[src/rtl/indexed_byte_array_store_core_macros.svh]
// ----------------------------------------------------------------------------
// Byte vector store: assertion macros
// Checks are clocked on clk and disabled while arst_n is low.
// ----------------------------------------------------------------------------
`ifndef INDEXED_BYTE_ARRAY_STORE_CORE_MACROS_SVH
`define INDEXED_BYTE_ARRAY_STORE_CORE_MACROS_SVH

// Consequent must hold in the same cycle as the antecedent.
`define IBAS_ASSERT_IMPLIES(lbl, ante, cons) \
	lbl: assert property (@(posedge clk) disable iff (!arst_n) (ante) |-> (cons)) \
		else $error("byte vector store: same-cycle check failed");

// Consequent must hold in the cycle after the antecedent.
`define IBAS_ASSERT_NEXT(lbl, ante, cons) \
	lbl: assert property (@(posedge clk) disable iff (!arst_n) (ante) |=> (cons)) \
		else $error("byte vector store: next-cycle check failed");

`endif

[src/rtl/ibas_pkg.sv]
// ----------------------------------------------------------------------------
// Byte vector store package
// Operation codes, status codes, sequencer states and the result bundle.
// ----------------------------------------------------------------------------
`default_nettype none

package ibas_pkg;

	localparam int FUNC_W  = 3;
	localparam int INDEX_W = 12;
	localparam int DATA_W  = 8;
	localparam int COUNT_W = 13;

	localparam logic [FUNC_W-1:0] OP_PUSH  = 3'd0;
	localparam logic [FUNC_W-1:0] OP_POP   = 3'd1;
	localparam logic [FUNC_W-1:0] OP_GET   = 3'd2;
	localparam logic [FUNC_W-1:0] OP_SET   = 3'd3;
	localparam logic [FUNC_W-1:0] OP_ERASE = 3'd4;

	typedef enum logic [1:0] {
		ST_OK    = 2'd0,
		ST_RANGE = 2'd1,
		ST_EMPTY = 2'd2,
		ST_FULL  = 2'd3
	} status_t;

	typedef enum logic [1:0] {
		S_IDLE,
		S_RD_WAIT,
		S_ER_WR,
		S_ER_CLR
	} state_t;

	typedef struct packed {
		logic              valid;
		logic [DATA_W-1:0] read_data;
		status_t           status;
		logic [COUNT_W-1:0] count;
	} result_t;

endpackage

`default_nettype wire

[src/rtl/ibas_seq.sv]
// ----------------------------------------------------------------------------
// Byte vector store: request sequencer
// Holds the live count, decodes requests, drives the element memory and
// walks the shift loop of erase one element per cycle.
// ----------------------------------------------------------------------------
`default_nettype none

module ibas_seq #(
	parameter int DEPTH = 4096,
	parameter int AW    = 12,
	parameter int CW    = 13
) (
	input  wire logic                          clk,
	input  wire logic                          arst_n,
	input  wire logic                          in_valid,
	output logic                               in_stall,
	input  wire logic [ibas_pkg::FUNC_W-1:0]   func,
	input  wire logic [ibas_pkg::INDEX_W-1:0]  index,
	input  wire logic [ibas_pkg::DATA_W-1:0]   data_in,
	input  wire logic                          slot_free,
	output logic                               mem_we,
	output logic      [AW-1:0]                 mem_waddr,
	output logic      [ibas_pkg::DATA_W-1:0]   mem_wdata,
	output logic                               mem_re,
	output logic      [AW-1:0]                 mem_raddr,
	input  wire logic [ibas_pkg::DATA_W-1:0]   mem_rdata,
	output ibas_pkg::result_t                  res
);

	localparam int WW        = (CW > ibas_pkg::INDEX_W) ? CW : ibas_pkg::INDEX_W;
	localparam int PW        = CW + 1;
	localparam int CNT_OUT_W = ibas_pkg::COUNT_W;
	localparam int DW        = ibas_pkg::DATA_W;

	ibas_pkg::state_t state_q, state_d;
	logic [CW-1:0]    count_q, count_d;
	logic [AW-1:0]    ptr_q, ptr_d;

	logic          accept;
	logic [WW-1:0] idx_w;
	logic [WW-1:0] cnt_w;
	logic [CW-1:0] cnt_m1;
	logic          is_empty;
	logic          is_full;
	logic          in_range;
	logic          idx_is_last;
	logic          more_shift;

	assign in_stall    = !((state_q == ibas_pkg::S_IDLE) && slot_free);
	assign accept      = in_valid && !in_stall;
	assign idx_w       = WW'(index);
	assign cnt_w       = WW'(count_q);
	assign cnt_m1      = count_q - CW'(1);
	assign is_empty    = (count_q == '0);
	assign is_full     = (count_q == CW'(DEPTH));
	assign in_range    = (idx_w < cnt_w);
	assign idx_is_last = (idx_w == WW'(cnt_m1));
	// another element follows the one written this cycle
	assign more_shift  = ((PW'(ptr_q) + PW'(2)) < PW'(count_q));

	always_comb begin
		state_d = state_q;
		unique case (state_q)
			ibas_pkg::S_IDLE: begin
				if (accept) begin
					if ((func == ibas_pkg::OP_POP) && !is_empty) begin
						state_d = ibas_pkg::S_RD_WAIT;
					end else if ((func == ibas_pkg::OP_GET) && in_range) begin
						state_d = ibas_pkg::S_RD_WAIT;
					end else if ((func == ibas_pkg::OP_ERASE) && in_range && !idx_is_last) begin
						state_d = ibas_pkg::S_ER_WR;
					end
				end
			end
			ibas_pkg::S_RD_WAIT: begin
				state_d = ibas_pkg::S_IDLE;
			end
			ibas_pkg::S_ER_WR: begin
				if (!more_shift) begin
					state_d = ibas_pkg::S_ER_CLR;
				end
			end
			ibas_pkg::S_ER_CLR: begin
				state_d = ibas_pkg::S_IDLE;
			end
			default: begin
				state_d = ibas_pkg::S_IDLE;
			end
		endcase
	end

	always_comb begin
		count_d       = count_q;
		ptr_d         = ptr_q;
		mem_we        = 1'b0;
		mem_waddr     = AW'(idx_w);
		mem_wdata     = data_in;
		mem_re        = 1'b0;
		mem_raddr     = AW'(idx_w);
		res.valid     = 1'b0;
		res.read_data = '0;
		res.status    = ibas_pkg::ST_OK;
		unique case (state_q)
			ibas_pkg::S_IDLE: begin
				if (accept) begin
					res.valid = 1'b1;
					unique case (func)
						ibas_pkg::OP_PUSH: begin
							if (is_full) begin
								res.status = ibas_pkg::ST_FULL;
							end else begin
								mem_we    = 1'b1;
								mem_waddr = AW'(count_q);
								count_d   = count_q + CW'(1);
							end
						end
						ibas_pkg::OP_POP: begin
							if (is_empty) begin
								res.status = ibas_pkg::ST_EMPTY;
							end else begin
								// byte comes back next cycle
								res.valid = 1'b0;
								mem_re    = 1'b1;
								mem_raddr = AW'(cnt_m1);
								count_d   = cnt_m1;
							end
						end
						ibas_pkg::OP_GET: begin
							if (!in_range) begin
								res.status = ibas_pkg::ST_RANGE;
							end else begin
								res.valid = 1'b0;
								mem_re    = 1'b1;
							end
						end
						ibas_pkg::OP_SET: begin
							if (!in_range) begin
								res.status = ibas_pkg::ST_RANGE;
							end else begin
								mem_we = 1'b1;
							end
						end
						ibas_pkg::OP_ERASE: begin
							if (!in_range) begin
								res.status = ibas_pkg::ST_RANGE;
							end else if (idx_is_last) begin
								// nothing to shift: clear the vacated slot
								mem_we    = 1'b1;
								mem_wdata = '0;
								count_d   = cnt_m1;
							end else begin
								res.valid = 1'b0;
								mem_re    = 1'b1;
								mem_raddr = AW'(idx_w + WW'(1));
								ptr_d     = AW'(idx_w);
							end
						end
						default: begin
						end
					endcase
				end
			end
			ibas_pkg::S_RD_WAIT: begin
				res.valid     = 1'b1;
				res.read_data = mem_rdata;
			end
			ibas_pkg::S_ER_WR: begin
				// move element ptr+1 down and, if more follow, fetch ptr+2 in the same cycle
				mem_we    = 1'b1;
				mem_waddr = ptr_q;
				mem_wdata = mem_rdata;
				if (more_shift) begin
					mem_re    = 1'b1;
					mem_raddr = ptr_q + AW'(2);
					ptr_d     = ptr_q + AW'(1);
				end
			end
			ibas_pkg::S_ER_CLR: begin
				mem_we    = 1'b1;
				mem_waddr = AW'(cnt_m1);
				mem_wdata = DW'(0);
				count_d   = cnt_m1;
				res.valid = 1'b1;
			end
			default: begin
			end
		endcase
		res.count = CNT_OUT_W'(count_d);
	end

	always_ff @(posedge clk or negedge arst_n) begin
		if (!arst_n) begin
			state_q <= ibas_pkg::S_IDLE;
			count_q <= '0;
		end else begin
			state_q <= state_d;
			count_q <= count_d;
		end
	end

	always_ff @(posedge clk) begin
		ptr_q <= ptr_d;
	end

endmodule

`default_nettype wire

[config.mk]
export PLATFORM = sky130hd
export DESIGN_NAME = ibas_seq
export DESIGN_NICKNAME = d
export VERILOG_FILES = /design/src/rtl/indexed_byte_array_store_core_macros.svh /design/src/rtl/ibas_pkg.sv /design/src/rtl/ibas_seq.sv
export SDC_FILE = /design/constraint.sdc
export NUM_CORES = 1
export LEC_CHECK = 0
export BUFFER_PORTS_ARGS = -buffer_cell sky130_fd_sc_hd__buf_2
export CORE_MARGIN = 5
export CORE_UTILIZATION = 28
export DETAILED_ROUTE_END_ITERATION = 12
export PLACE_DENSITY = 0.52
export SLEW_MARGIN = 20
export SYNTH_ARGS = -nofsm -noshare
export SYNTH_HDL_FRONTEND = slang
export SYNTH_SLANG_ARGS = --single-unit
[constraint.sdc]
create_clock -name clk -period 4 [get_ports clk]
set_input_delay 0 -clock clk [delete_from_list [all_inputs] [get_ports clk]]
set_output_delay 0 -clock clk [all_outputs]
set_load 0.005 [all_outputs]
## Word-level counts from Yosys, hierarchy flattened

Cells that the tools add are included.

| word-level totals | value |
|---|---|
| bits in registers | 27 |
| input bits | 35 |
| output and inout bits | 59 |
| word-level logic and storage cells | 107 |

| cells by class | value |
|---|---|
| eq/ne operators | 16 |
| magnitude comparators | 2 |
| reductions and logical operators | 18 |
| multiplexer cells | 62 |
| add/subtract/negate cells | 6 |

Operators by type and width:

| cell | count |
|---|---|
| 2-to-1 mux 12 bit | 13 |
| one-hot mux 12 bit (2 select lines) | 3 |
| 2-to-1 mux 13 bit | 5 |
| 2-to-1 mux 8 bit | 5 |
| one-hot mux 13 bit (3 select lines) | 1 |
| one-hot mux 12 bit (3 select lines) | 1 |
| one-hot mux 13 bit (2 select lines) | 1 |
| adder 12 x 1 -> 12 bit, second input constant | 2 |
| one-hot mux 8 bit (3 select lines) | 1 |
| 2-to-1 mux 2 bit | 9 |
| 2-to-1 mux 1 bit | 15 |
| adder 12 x 2 -> 13 bit, second input constant | 1 |
| adder 13 x 1 -> 13 bit, second input constant | 1 |
| == test 12 x 13 -> 1 bit | 1 |
| == test 13 bit, second input constant | 1 |
| zero test 13 bit | 1 |
| < comparator 12 x 13 -> 1 bit | 1 |
| < comparator 13 bit | 1 |
| subtractor 13 x 1 -> 13 bit, second input constant | 1 |
| adder 12 x 2 -> 12 bit, second input constant | 1 |
| one-hot mux 2 bit (3 select lines) | 2 |
| != test 2 bit, second input constant | 5 |
| one-hot mux 1 bit (3 select lines) | 3 |
| == test 3 x 2 -> 1 bit, second input constant | 2 |
| other kinds (16) | 27 |

## Depth between registers and ports, before layout

Gate-level depths: netlist of run 1.

| depth | value |
|---|---|
| depth in word-level cells | 9 |
| depth in mapped cells | 15 |
| depth with buffers taken out | 14 |

## Least setup slack after synthesis of run 1

OpenSTA, ideal clock, no wires.

| timing path | value |
|---|---|
| kind | register to register |
| start point | register count_q[0], in the netlist cnt_w[0] |
| end point | register ptr_q[0] (enable) |
| stages on the path, launching flop included | 13 |
| arrival | 3.299 ns |
| buffers on the path | 3 |
| data required time | 3.645 ns |
| path slack | 0.347 ns |
| period minus slack after synthesis | 3.653 ns |
| path through | dfrtp_1 clkbuf_1 inv_1 ha_1 clkbuf_1 or3b_2 nor4_4 mux2_2 o2111a_1 and4_1 buf_6 o41ai_4 and2_1 |

| between the ends | value |
|---|---|
| word-level cells in the longest chain between the ends | 4 |
| elaborated cells between the ends (all ways) | 8 |

RTL lines:

| what | line | RTL |
|---|---|---|
| start: declaration | ibas_seq.sv:36 | `logic [CW-1:0] count_q, count_d;` |
| start signal: assignment | ibas_seq.sv:197 | `count_q <= count_d;` |
| subtractor 13 x 1 -> 13 bit | ibas_seq.sv:53 | `assign cnt_m1 = count_q - CW'(1);` |
| == test 12 x 13 -> 1 bit | ibas_seq.sv:57 | `assign idx_is_last = (idx_w == WW'(cnt_m1));` |
| != test 2 bit (no line) | n/a |  |
| AND reduction 6 bit (no line) (*) | n/a |  |
| end signal: assignment | ibas_seq.sv:202 | `ptr_q <= ptr_d;` |
| end: declaration | ibas_seq.sv:37 | `logic [AW-1:0] ptr_q, ptr_d;` |

Every way passes the cells marked *; elsewhere a longest branch is shown, timed or not.
A chain may end at the register's enable or synchronous reset.

## Final worst setup path of run 1

| timing path | value |
|---|---|
| start point | register ptr_q[2] |
| end point | output mem_raddr[4] |

| between the ends | value |
|---|---|
| word-level cells in the longest chain between the ends | 4 |
| elaborated cells between the ends (all ways) | 5 |

RTL lines:

| what | line | RTL |
|---|---|---|
| adder 12 x 2 -> 13 bit | ibas_seq.sv:59 | `assign more_shift = ((PW'(ptr_q) + PW'(2)) < PW'(count_q));` |
| < comparator 13 bit | ibas_seq.sv:59 |  |
| 2-to-1 mux 12 bit (*) | ibas_seq.sv:172 | `if (more_shift) begin` |
| one-hot mux 12 bit (2 select lines) (*) | ibas_seq.sv:103 | `unique case (state_q)` |
| end: declaration | ibas_seq.sv:25 | `output logic [AW-1:0] mem_raddr,` |

Marks and branches as above.

==> results of run 1 <==
## where the power goes
| group | internal, mW | switching [mW] |
|---|---|---|
| clock network | 0.138 | 0.119 |
| registers | 0.465 | 0.215 |
| logic | 1.70 | 2.60 |
## placed cells by master (no fill, tap or decap), types with 7 or more instances in the layout
cell type,netlist,routed
a211oi_1,10,10
a21oi_1,69,69
a221oi_1,12,12
a222oi_1,8,8
a22o_1,13,13
and2_1,15,15
buf_2,3,93
buf_4,1,39
dfrtp_1,15,15
edfxtp_1,12,12
ha_1,35,34
inv_1,21,21
mux2i_1,10,10
nand2_1,64,63
nand2b_1,10,10
nand3_1,31,31
nor2_1,75,75
nor3_1,19,19
nor4_1,8,8
o211ai_1,8,8
o21ai_0,63,62
o21ai_1,7,8
o221ai_1,7,7
xnor2_1,19,18
xor2_1,16,16
## final timing paths
check,endpoint,depth (start not counted),startpoint,slack (ns)
hold / removal,cnt_w[0]$_DFF_PN0_,2,arst_n,0.18
setup reg to reg,ptr_q[5]$_DFFE_PP_,12,ptr_q[2]$_DFFE_PP_,0.43
min in group clk,cnt_w[12]$_DFF_PN0_,3,in_valid,0.22
setup / recovery,mem_raddr[4],13,ptr_q[2]$_DFFE_PP_,0.05
max in group asynchronous,state_q[0]$_DFFE_PN0P_,2,arst_n,3.52
hold reg to reg,state_q[1]$_DFFE_PN0P_,2,state_q[1]$_DFFE_PN0P_,0.62
## synth_stat cells (4+ instances only)
library cell  count
a211oi_1         10
a21oi_1          69
a221oi_1         12
a222oi_1          8
a22o_1           13
a31oi_1           7
and2_1           15
and3_1            6
and4_1            4
buf_1             6
clkbuf_1         53
dfrtp_1          15
edfxtp_1         12
ha_1             35
inv_1            21
mux2i_1          10
nand2_1          64
nand2b_1         10
nand3_1          31
nand4_1           6
nor2_1           75
nor2b_1           5
nor3_1           19
nor3b_1           4
nor4_1            8
nor4_4            5
o211ai_1          8
o21ai_0          63
o21ai_1           7
o221ai_1          7
o22ai_1           7
or3_1             6
xnor2_1          19
xor2_1           16
## cell families after synthesis
family,synth area share
AO/OA/AOI/OAI,0.3265
XOR/XNOR,0.07275
adder cells (fa/ha/maj),0.08516
flip-flops,0.1431
multiplexers,0.02384
buffers and inverters,0.07542
AND/OR/NAND/NOR,0.2732
## state kept, by name, indices dropped and copies added (netlist names)
signal and cells:
cnt_w 13, ptr_q 12, state_q 2
## area by class of cell
type / count / area, sq um
clock buffer: 4 / 78.83
fill: 2019 / 12000
inverter: 24 / 90.09
multi-input combinational: 607 / 4059
sequential: 27 / 735.7
tap: 229 / 286.5
timing repair buffer: 134 / 779.5
## routing by layer
| layer | up-vias | share of wire | GRT usage |
|---|---|---|---|
| li1 | 2852 | - | - |
| met1 | 2892 | 0.44 | 0.2805 |
| met2 | 379 | 0.44 | 0.3192 |
| met3 | 48 | 0.088 | 0.03395 |
| met4 | 0 | 0.031 | 0.06810 |
| met5 | - | 0 | 0 |
## stage by stage
step | worst slack (ns) | TNS [ns] | std cells | area [sq um]
2_1_floorplan | 0.3467 | 0 | 726 | 5142
3_3_place_gp | 0.3952 | 0 | 1018 | 5882
3_5_place_dp | 0.3670 | 0 | 1018 | 5882
4_1_cts | 0.06540 | 0 | 1023 | 5971
5_1_grt | -0.07700 | -0.2820 | 1025 | 6030
6_report | 0.05417 | 0 | 1025 | 6030
## what timing repair did
action,in CTS,in global routing
endpoints found under the hold margin,15,0
setup endpoints to repair,0,20
hold buffers,1,0
resized for setup,0,8
setup buffers,0,2
==> impl_metrics.env, run 1 <==
export IMPL_outcome="complete, no violations"
export IMPL_crit_chain="ha_1 > and3_1 > nand3_1 > nor2_1 > xor2_1 > ha_1 > a2111o_1 > a31oi_2 > o21ai_0 > nor2_1 > nand4b_1 > o31a_1 > buf_2"
export IMPL_worstSetupStartpointType="flip-flop"
export IMPL_synth_area_leader_cell="ha_1"
export IMPL_power_density_mw_per_mm2=869.0
export IMPL_die_w_um=145.5
export IMPL_synth_edf_count=12
export IMPL_cts_tree="done"
export IMPL_yosysSeqAreaShare=0.1431
export IMPL_max_freq_mhz=253.4
export IMPL_drc=0
export IMPL_finClkSkew_ns=0.005437
export IMPL_crit_type="reg2out"
export IMPL_ys_flop_type="dfrtp_1"
export IMPL_routedWlPerCell_um=22.02
export IMPL_worstPathRequired_ns=4.00
export IMPL_synth_cells=726
export IMPL_rows=49
export IMPL_slew_viol_final=0
export IMPL_cp_max_fo=6
export IMPL_drt_iter0_drc=685
export IMPL_antenna_found_initial=0
export IMPL_design_die_area_sq_mm=0.02118
export IMPL_num_vias=6171
export IMPL_setup_viol=0
export IMPL_synth_cell_types=76
export IMPL_min_period_ns=3.946
export IMPL_ant_nets=0
export IMPL_grt_max_degree=44
export IMPL_critPathSlowestCell="edfxtp_1"
export IMPL_root_buffer="clkbuf_16"
export IMPL_grt_usage=0.2024
export IMPL_fin_util=0.3345
export IMPL_diodes=0
export IMPL_synth_area_leaders="ha_1, dfrtp_1, edfxtp_1"
export IMPL_clock_latency_ns=0.28
export IMPL_ir_drop_uv=330.4
export IMPL_place_congestion=0.9356
export IMPL_nets=867
export IMPL_die_h_um=145.5
export IMPL_first_pass_iters=9
export IMPL_yosysWarnings=0
export IMPL_slew_headroom=0.4539
export IMPL_drive_gt1_frac=0.2048
export IMPL_cp_end_kind="output pin"
export IMPL_cts_htree_levels=1
export IMPL_cpLargestDelayFamily="compound AO/OA/AOI/OAI gates"
export IMPL_portBuffers=93
export IMPL_clockBufferDepth=2
export IMPL_io_pins=94
export IMPL_synth_top_area_frac=0.08516
export IMPL_via_per_inst=6.020
export IMPL_cts_inserted_buffers=3
export IMPL_grt_pass1_wl_mm=35.01
export IMPL_max_stage_delay_ns=0.45
export IMPL_worstHoldPathType="in2async"
export IMPL_whs_ns=0.1820
export IMPL_clock_sinks=27
export IMPL_coreArea_sq_mm=0.01802
export IMPL_clkSlewWorstSetupHoldPaths_ns=0.08
export IMPL_ys_seq_elements=27
export IMPL_power_mw=5.240
export IMPL_grt_pass1_vias=5906
export IMPL_maxCapViolations=0
export IMPL_drt_total_wl_mm=22.57
export IMPL_syn_area_sq_mm=0.005142
export IMPL_final_hold_viol_count=0
export IMPL_post_route_period_util=0.9865
export IMPL_cp_num_buf_inv=1
export IMPL_syn2layout_area_growth_pct=17.25
export IMPL_synth_async_reset_ratio=0.5556
export IMPL_synth_nets=796
export IMPL_p_leak_nw=2.421
export IMPL_initial_core_util=0.2853
export IMPL_hpwlAfterDp_mm=17.29
export IMPL_worstPathArrival_ns=3.95
export IMPL_syn_area_per_cell_sq_um=7.083
export IMPL_gr_total_overflow=0
export IMPL_tightest_slew_ns=0.8129
Power figures use the tool's default switching activity.
==> run 2, diff against run 1 <==
--- a/config.mk
+++ b/config.mk
@@ -5,6 +5,7 @@
 export SDC_FILE = /design/constraint.sdc
 export NUM_CORES = 1
 export LEC_CHECK = 0
+export ABC_AREA = 1
 export BUFFER_PORTS_ARGS = -buffer_cell sky130_fd_sc_hd__buf_2
 export CORE_MARGIN = 5
 export CORE_UTILIZATION = 28
==> run 2 against run 1 <==
  * Global-route usage up 0.87 points
  * Sequential share of layout area down 0.21 points
  * Clock skew up 0.0058 ns
  * Final cell count up 25%
  * Via count up 13%
  * Area after synthesis up 2.2%
  * Worst setup slack better by 0.46 ns
  * Flip-flop and latch count unchanged
  * Die area up 2.0%
  * Sequential power up 9.6%
  * Critical path type unchanged
  * Critical endpoint is now mem_wdata[5]
  * Largest power group unchanged
==> impl_metrics.env, run 2 <==
export IMPL_synth_edf_count=12
export IMPL_routedWlPerCell_um=18.22
export IMPL_cts_resized=0
export IMPL_tightest_slew_ns=0.9152
export IMPL_place_congestion=0.9995
export IMPL_crit_chain="inv_2 > ha_1 > a21oi_1 > nor2_1 > nor2_1 > nor2_1 > a21oi_1 > nand2_1 > inv_1 > nand3_2 > nor2_2 > nand2_1 > nand3_1 > a21oi_1 > buf_2"
export IMPL_worstHoldPathType="in2async"
export IMPL_drt_total_wl_mm=23.39
export IMPL_root_buffer="clkbuf_16"
export IMPL_rows=50
export IMPL_yosysMostFrequentCell="nand2_1"
export IMPL_clkPwrFrac=0.051
export IMPL_outcome="complete, no violations"
export IMPL_final_cell_mix="nand2_1, nor2_1, inv_1, nand3_1, a21oi_1"
export IMPL_nFillCells=2120
export IMPL_crit_type="reg2out"
export IMPL_coreArea_sq_mm=0.01858
export IMPL_die_h_um=147.0
export IMPL_ys_seq_elements=27
export IMPL_finClkSkew_ns=0.01125
export IMPL_swShare=0.5888
export IMPL_critPathSlowestCell="dfrtp_1"
export IMPL_final_common_cell="nand2_1"
export IMPL_share_comb_of_total_power=0.793
export IMPL_worstSetupStartpointType="flip-flop"
export IMPL_synth_nets=1036
export IMPL_grt_max_degree=28
export IMPL_ir_drop_uv=382.9
export IMPL_rsz0062_at_grt="no"
export IMPL_final_hold_viol_count=0
export IMPL_switchingPower_mw=2.814
export IMPL_portBuffers=93
export IMPL_p_leak_nw=3.020
export IMPL_post_place_ws_ns=0.6913
export IMPL_syn_area_per_cell_sq_um=5.440
export IMPL_cts_htree_levels=1
export IMPL_yosysSeqAreaShare=0.1400
export IMPL_fin_ws_ns=0.5112
export IMPL_via_per_inst=5.425
export IMPL_fin_util=0.3302
export IMPL_synth_async_reset_ratio=0.5556
export IMPL_first_pass_iters=5
export IMPL_largest_reg_flops=13
export IMPL_clockBufferDepth=2
export IMPL_clock_latency_ns=0.28
export IMPL_nets=1121
export IMPL_synth_area_leaders="nand2_1, nand3_1, a21oi_1"
export IMPL_power_density_mw_per_mm2=778.8
export IMPL_die_w_um=147.0
export IMPL_max_stage_delay_ns=0.54
export IMPL_antenna_found_initial=0
export IMPL_intPower_mw=1.965
export IMPL_min_period_ns=3.489
export IMPL_ant_nets=0
export IMPL_diodes=0
export IMPL_num_vias=6966
export IMPL_slew_viol_final=0
export IMPL_cts_tree="done"
export IMPL_cts_inserted_buffers=3
export IMPL_grt_usage=0.2112
export IMPL_cp_max_fo=9
export IMPL_tns_ns=0
export IMPL_initial_core_util=0.2828
export IMPL_yosysWarnings=0
export IMPL_placed_cell_area_sq_mm=0.006046
export IMPL_slew_headroom=0.3892
export IMPL_synth_cells=966
export IMPL_synth_area_leader_cell="nand2_1"
export IMPL_top_layer="met4"
export IMPL_io_pins=94
export IMPL_drive_gt1_frac=0.1352
export IMPL_wl_met2_mm=10.43
export IMPL_drc=0
export IMPL_setup_viol=0
export IMPL_ys_top_cells_by_count="nand2_1, nor2_1, inv_1, nand3_1, a21oi_1"
export IMPL_final_area_sq_mm=0.006136
export IMPL_syn_area_sq_mm=0.005255
export IMPL_cpLargestDelayFamily="simple AND/OR/NAND/NOR gates"
export IMPL_worstPathArrival_ns=3.49
export IMPL_syn2layout_area_growth_pct=16.76
export IMPL_clkSlewWorstSetupHoldPaths_ns=0.08
export IMPL_postCtsSetupRepairBufs=0
export IMPL_cp_end_kind="output pin"
export IMPL_pwr_share_seq=0.156
export IMPL_gr_total_overflow=0
export IMPL_max_freq_mhz=286.6
export IMPL_grt_pass1_wl_mm=36.88
export IMPL_worstPathRequired_ns=4.00
export IMPL_hpwlAfterDp_mm=18.74
export IMPL_drt_met1_wl_mm=10.46
export IMPL_ys_flop_type="dfrtp_1"
export IMPL_clock_sinks=27
export IMPL_grt_pass1_vias=6692
export IMPL_synth_cell_types=39
export IMPL_maxCapViolations=0
export IMPL_cp_num_buf_inv=3
export IMPL_design_die_area_sq_mm=0.02161
export IMPL_synth_top_area_frac=0.1900
export IMPL_met3_length_mm=1.829
export IMPL_drt_iter0_drc=754
export IMPL_post_route_period_util=0.8722
==> run 2: what timing repair did <==
item | 4_1_cts | 5_1_grt
hold endpoints to repair | 15 | 0
setup endpoints to repair | 0 | 0
hold buffers | 1 | 0
==> run 2: layer usage <==
layer | vias to the layer above | track usage
li1 | 3409 | -
met1 | 3167 | 0.2901
met2 | 338 | 0.3422
met3 | 52 | 0.02684
met4 | 0 | 0.07223
met5 | - | 0
==> run 2: worst paths after layout <==
path / cells past startpoint / to / slack, ns / start
worst min-delay path: 2 / cnt_w[1]$_DFF_PN0_ / 0.17 / arst_n
worst max-delay path: 15 / mem_wdata[5] / 0.51 / cnt_w[10]$_DFF_PN0_
max in group asynchronous: 2 / cnt_w[9]$_DFF_PN0_ / 3.55 / arst_n
worst min register to register: 2 / state_q[1]$_DFFE_PN0P_ / 0.55 / state_q[1]$_DFFE_PN0P_
min in group clk: 3 / ptr_q[3]$_DFFE_PP_ / 0.24 / index[3]
worst max register to register: 15 / ptr_q[10]$_DFFE_PP_ / 0.60 / cnt_w[10]$_DFF_PN0_
==> run 2: through the flow <==
step	hold WS (ns)	power, mW	cells
global route	0.2362	5.283	1284
detailed placement	-0.05424	4.501	1279
CTS	0.1882	4.771	1284
global placement	-0.05696	4.507	1279
floorplan	-0.2956	3.050	966
finish	0.1710	4.779	1284
==> run 2: power by group through the flow <==
stage,registers (mW),logic (mW),clock network (mW)
floorplan,0.600,2.45,0
global placement,0.744,3.76,0
detailed placement,0.748,3.75,0
CTS,0.743,3.78,0.250
global route,0.772,4.25,0.262
finish,0.745,3.79,0.242
==> run 2: cells by family after synthesis <==
logic type | after synthesis | synth area share
AOI/OAI and AO/OA | 214 | 0.2310
DFF | 27 | 0.1400
adders and majority gates | 35 | 0.08333
xor gates and xnor gates | 6 | 0.01000
buffers and inverters | 155 | 0.1145
and+or+nand+nor | 529 | 0.4212
==> run 2: worst reg2reg max path: stages, from the launching register on <==
cell	delay, ns
dfrtp_1	0.54
inv_2	0.19
ha_1	0.33
a21oi_1	0.16
nor2_1	0.06
nor2_1	0.09
nor2_1	0.05
a21oi_1	0.13
nand2_1	0.24
inv_1	0.16
buf_4	0.24
nand2_1	0.12
nor2_1	0.25
a21oi_1	0.14
nor3_1	0.16
buf_4	0.24
==> run 2: area by class of cell <==
type	instances	area, sq um	share of cell area
multi-input cells	784	3918	0.6385
repair buffers	122	685.7	0.1117
inverters	113	424.2	0.06913
flip-flops and latches	27	735.7	0.1199
well taps	234	292.8	0.04772
clock buffers	3	75.07	0.01223
clock inverters	1	5.005	0.0008157
==> run 3, diff against run 2 <==
--- a/config.mk
+++ b/config.mk
@@ -11,6 +11,8 @@
 export CORE_UTILIZATION = 28
 export DETAILED_ROUTE_END_ITERATION = 12
 export PLACE_DENSITY = 0.52
+export RECOVER_POWER = 100
+export SKIP_CTS_REPAIR_TIMING = 1
 export SLEW_MARGIN = 20
 export SYNTH_ARGS = -nofsm -noshare
 export SYNTH_HDL_FRONTEND = slang
==> run 3 against run 2 <==
  * Clock power is essentially flat
  * Combinational power shrank 2%
  * Sequential power is essentially flat
  * Non-clock buffer count is the same
  * Worst setup slack lost 0.12 ns
  * Wire length shrank 0.18%
  * Sequential share of layout area grew 0.11 points
  * Count of clock-buffer cells in the layout is the same
  * Largest power group unchanged
==> impl_metrics.env, run 3 (same netlist as run 2, synthesis figures left out) <==
export IMPL_final_common_cell="nand2_1"
export IMPL_die_w_um=147.0
export IMPL_post_route_period_util=0.9010
export IMPL_worstSetupStartpointType="flip-flop"
export IMPL_root_buffer="clkbuf_16"
export IMPL_cp_max_fo=9
export IMPL_share_comb_of_total_power=0.790
export IMPL_drt_iter0_drc=639
export IMPL_portBuffers=93
export IMPL_cts_htree_levels=1
export IMPL_clockBufferDepth=2
export IMPL_cts_inserted_buffers=3
export IMPL_regArea_sq_um=735.7
export IMPL_switchingPower_mw=2.822
export IMPL_grt_max_degree=28
export IMPL_cp_num_buf_inv=3
export IMPL_gr_total_overflow=0
export IMPL_tightest_slew_ns=0.9962
export IMPL_coreArea_sq_mm=0.01858
export IMPL_final_area_sq_mm=0.006078
export IMPL_syn2layout_area_growth_pct=15.67
export IMPL_drive_gt1_frac=0.09524
export IMPL_drc=0
export IMPL_setup_viol=0
export IMPL_nFillCells=2138
export IMPL_die_h_um=147.0
export IMPL_grt_pass1_vias=6691
export IMPL_io_pins=94
export IMPL_place_congestion=0.9995
export IMPL_clkPwrFrac=0.051
export IMPL_crit_type="reg2out"
export IMPL_slew_headroom=0.3358
export IMPL_diodes=0
export IMPL_slew_viol_final=0
export IMPL_rsz0062_at_grt="no"
export IMPL_clkSlewWorstSetupHoldPaths_ns=0.08
export IMPL_worstHoldPathType="in2reg"
export IMPL_outcome="complete, no violations"
export IMPL_crit_chain="inv_1 > ha_1 > a21oi_1 > nor2_1 > nor2_1 > nor2_1 > a21oi_1 > nand2_1 > inv_1 > nand3_2 > nor2_2 > nand2_1 > nand3_1 > a21oi_1 > clkbuf_2"
export IMPL_finClkSkew_ns=0.01119
export IMPL_cpLargestDelayFamily="simple AND/OR/NAND/NOR gates"
export IMPL_clock_latency_ns=0.28
export IMPL_min_period_ns=3.604
export IMPL_rows=50
export IMPL_placed_cell_area_sq_mm=0.006046
export IMPL_cts_tree="done"
export IMPL_grt_usage=0.2111
export IMPL_largest_reg_flops=13
export IMPL_grt_pass1_wl_mm=36.87
export IMPL_routedWlPerCell_um=18.19
export IMPL_worstPathArrival_ns=3.60
export IMPL_intPower_mw=1.880
export IMPL_via_per_inst=5.451
export IMPL_final_cell_mix="nand2_1, nor2_1, inv_1, nand3_1, a21oi_1"
export IMPL_swShare=0.6002
export IMPL_post_place_ws_ns=0.6913
export IMPL_drt_total_wl_mm=23.35
export IMPL_critPathSlowestCell="dfrtp_1"
export IMPL_power_density_mw_per_mm2=773.6
export IMPL_multi_input_area_sq_mm=0.003915
export IMPL_max_freq_mhz=277.5
export IMPL_num_vias=6999
export IMPL_clock_sinks=27
export IMPL_nets=1121
export IMPL_ant_nets=0
export IMPL_maxCapViolations=0
export IMPL_tns_ns=0
export IMPL_hpwlAfterDp_mm=18.74
export IMPL_initial_core_util=0.2828
export IMPL_pwr_share_seq=0.159
export IMPL_cp_end_kind="output pin"
export IMPL_worstPathRequired_ns=4.00
export IMPL_p_leak_nw=2.896
export IMPL_fin_ws_ns=0.3960
export IMPL_antenna_found_initial=0
export IMPL_design_die_area_sq_mm=0.02161
export IMPL_ir_drop_uv=370.5
export IMPL_first_pass_iters=6
export IMPL_max_stage_delay_ns=0.53
export IMPL_final_hold_viol_count=0
## run 3: metrics by stage
stage                     hold WS (ns)  cells  power [mW]  utilization
after floorplan                -0.2956    966       3.050            -
after global placement        -0.05696   1279       4.507       0.3254
after detailed placement      -0.05424   1279       4.501       0.3254
after CTS                      -0.3568   1283       4.770       0.3297
after global routing            0.2549   1284       5.204       0.3271
final                           0.2443   1284       4.702       0.3271
## run 3: path summary, 6_finish.rpt
kind	startpoint	endpoint	slack, ns	cells after the start
worst max-delay path	cnt_w[10]$_DFF_PN0_	mem_wdata[2]	0.40	15
worst min-delay path	index[3]	ptr_q[3]$_DFFE_PP_	0.24	3
worst max register to register	cnt_w[10]$_DFF_PN0_	ptr_q[10]$_DFFE_PP_	0.40	15
worst min register to register	state_q[1]$_DFFE_PN0P_	state_q[1]$_DFFE_PN0P_	0.55	2
max in group asynchronous	arst_n	cnt_w[9]$_DFF_PN0_	3.06	2
min in group asynchronous	arst_n	cnt_w[0]$_DFF_PN0_	0.37	2
## run 3: area by class of cell
type | instances | area share
multi-input cells | 784 | 0.6441
inverters | 113 | 0.06978
well taps | 234 | 0.04817
clock inverters | 1 | 0.0008234
clock buffers | 3 | 0.01235
repair buffers | 122 | 0.1037
flip-flops and latches | 27 | 0.1210
## run 3: power by group through the flow
stage	sequential [mW]	combinational, mW	clock, mW
after CTS	0.743	3.78	0.250
after global placement	0.744	3.76	0
after global routing	0.772	4.17	0.262
after floorplan	0.600	2.45	0
final	0.748	3.71	0.241
after detailed placement	0.748	3.75	0
## run 3: worst min-delay path, delay by kind of cell
kind | cells | cell delay [ns]
compound gates | 1 | 0.10
buf+inv | 1 | 0.16
simple gates | 1 | 0.09
## run 3: per-layer routing
layer | vias to the layer above | part of all wire | global-route usage
li1 | 3406 | - | -
met1 | 3192 | 0.45 | 0.2899
met2 | 341 | 0.44 | 0.3422
met3 | 60 | 0.075 | 0.02684
met4 | 0 | 0.032 | 0.07223
met5 | - | 0 | 0
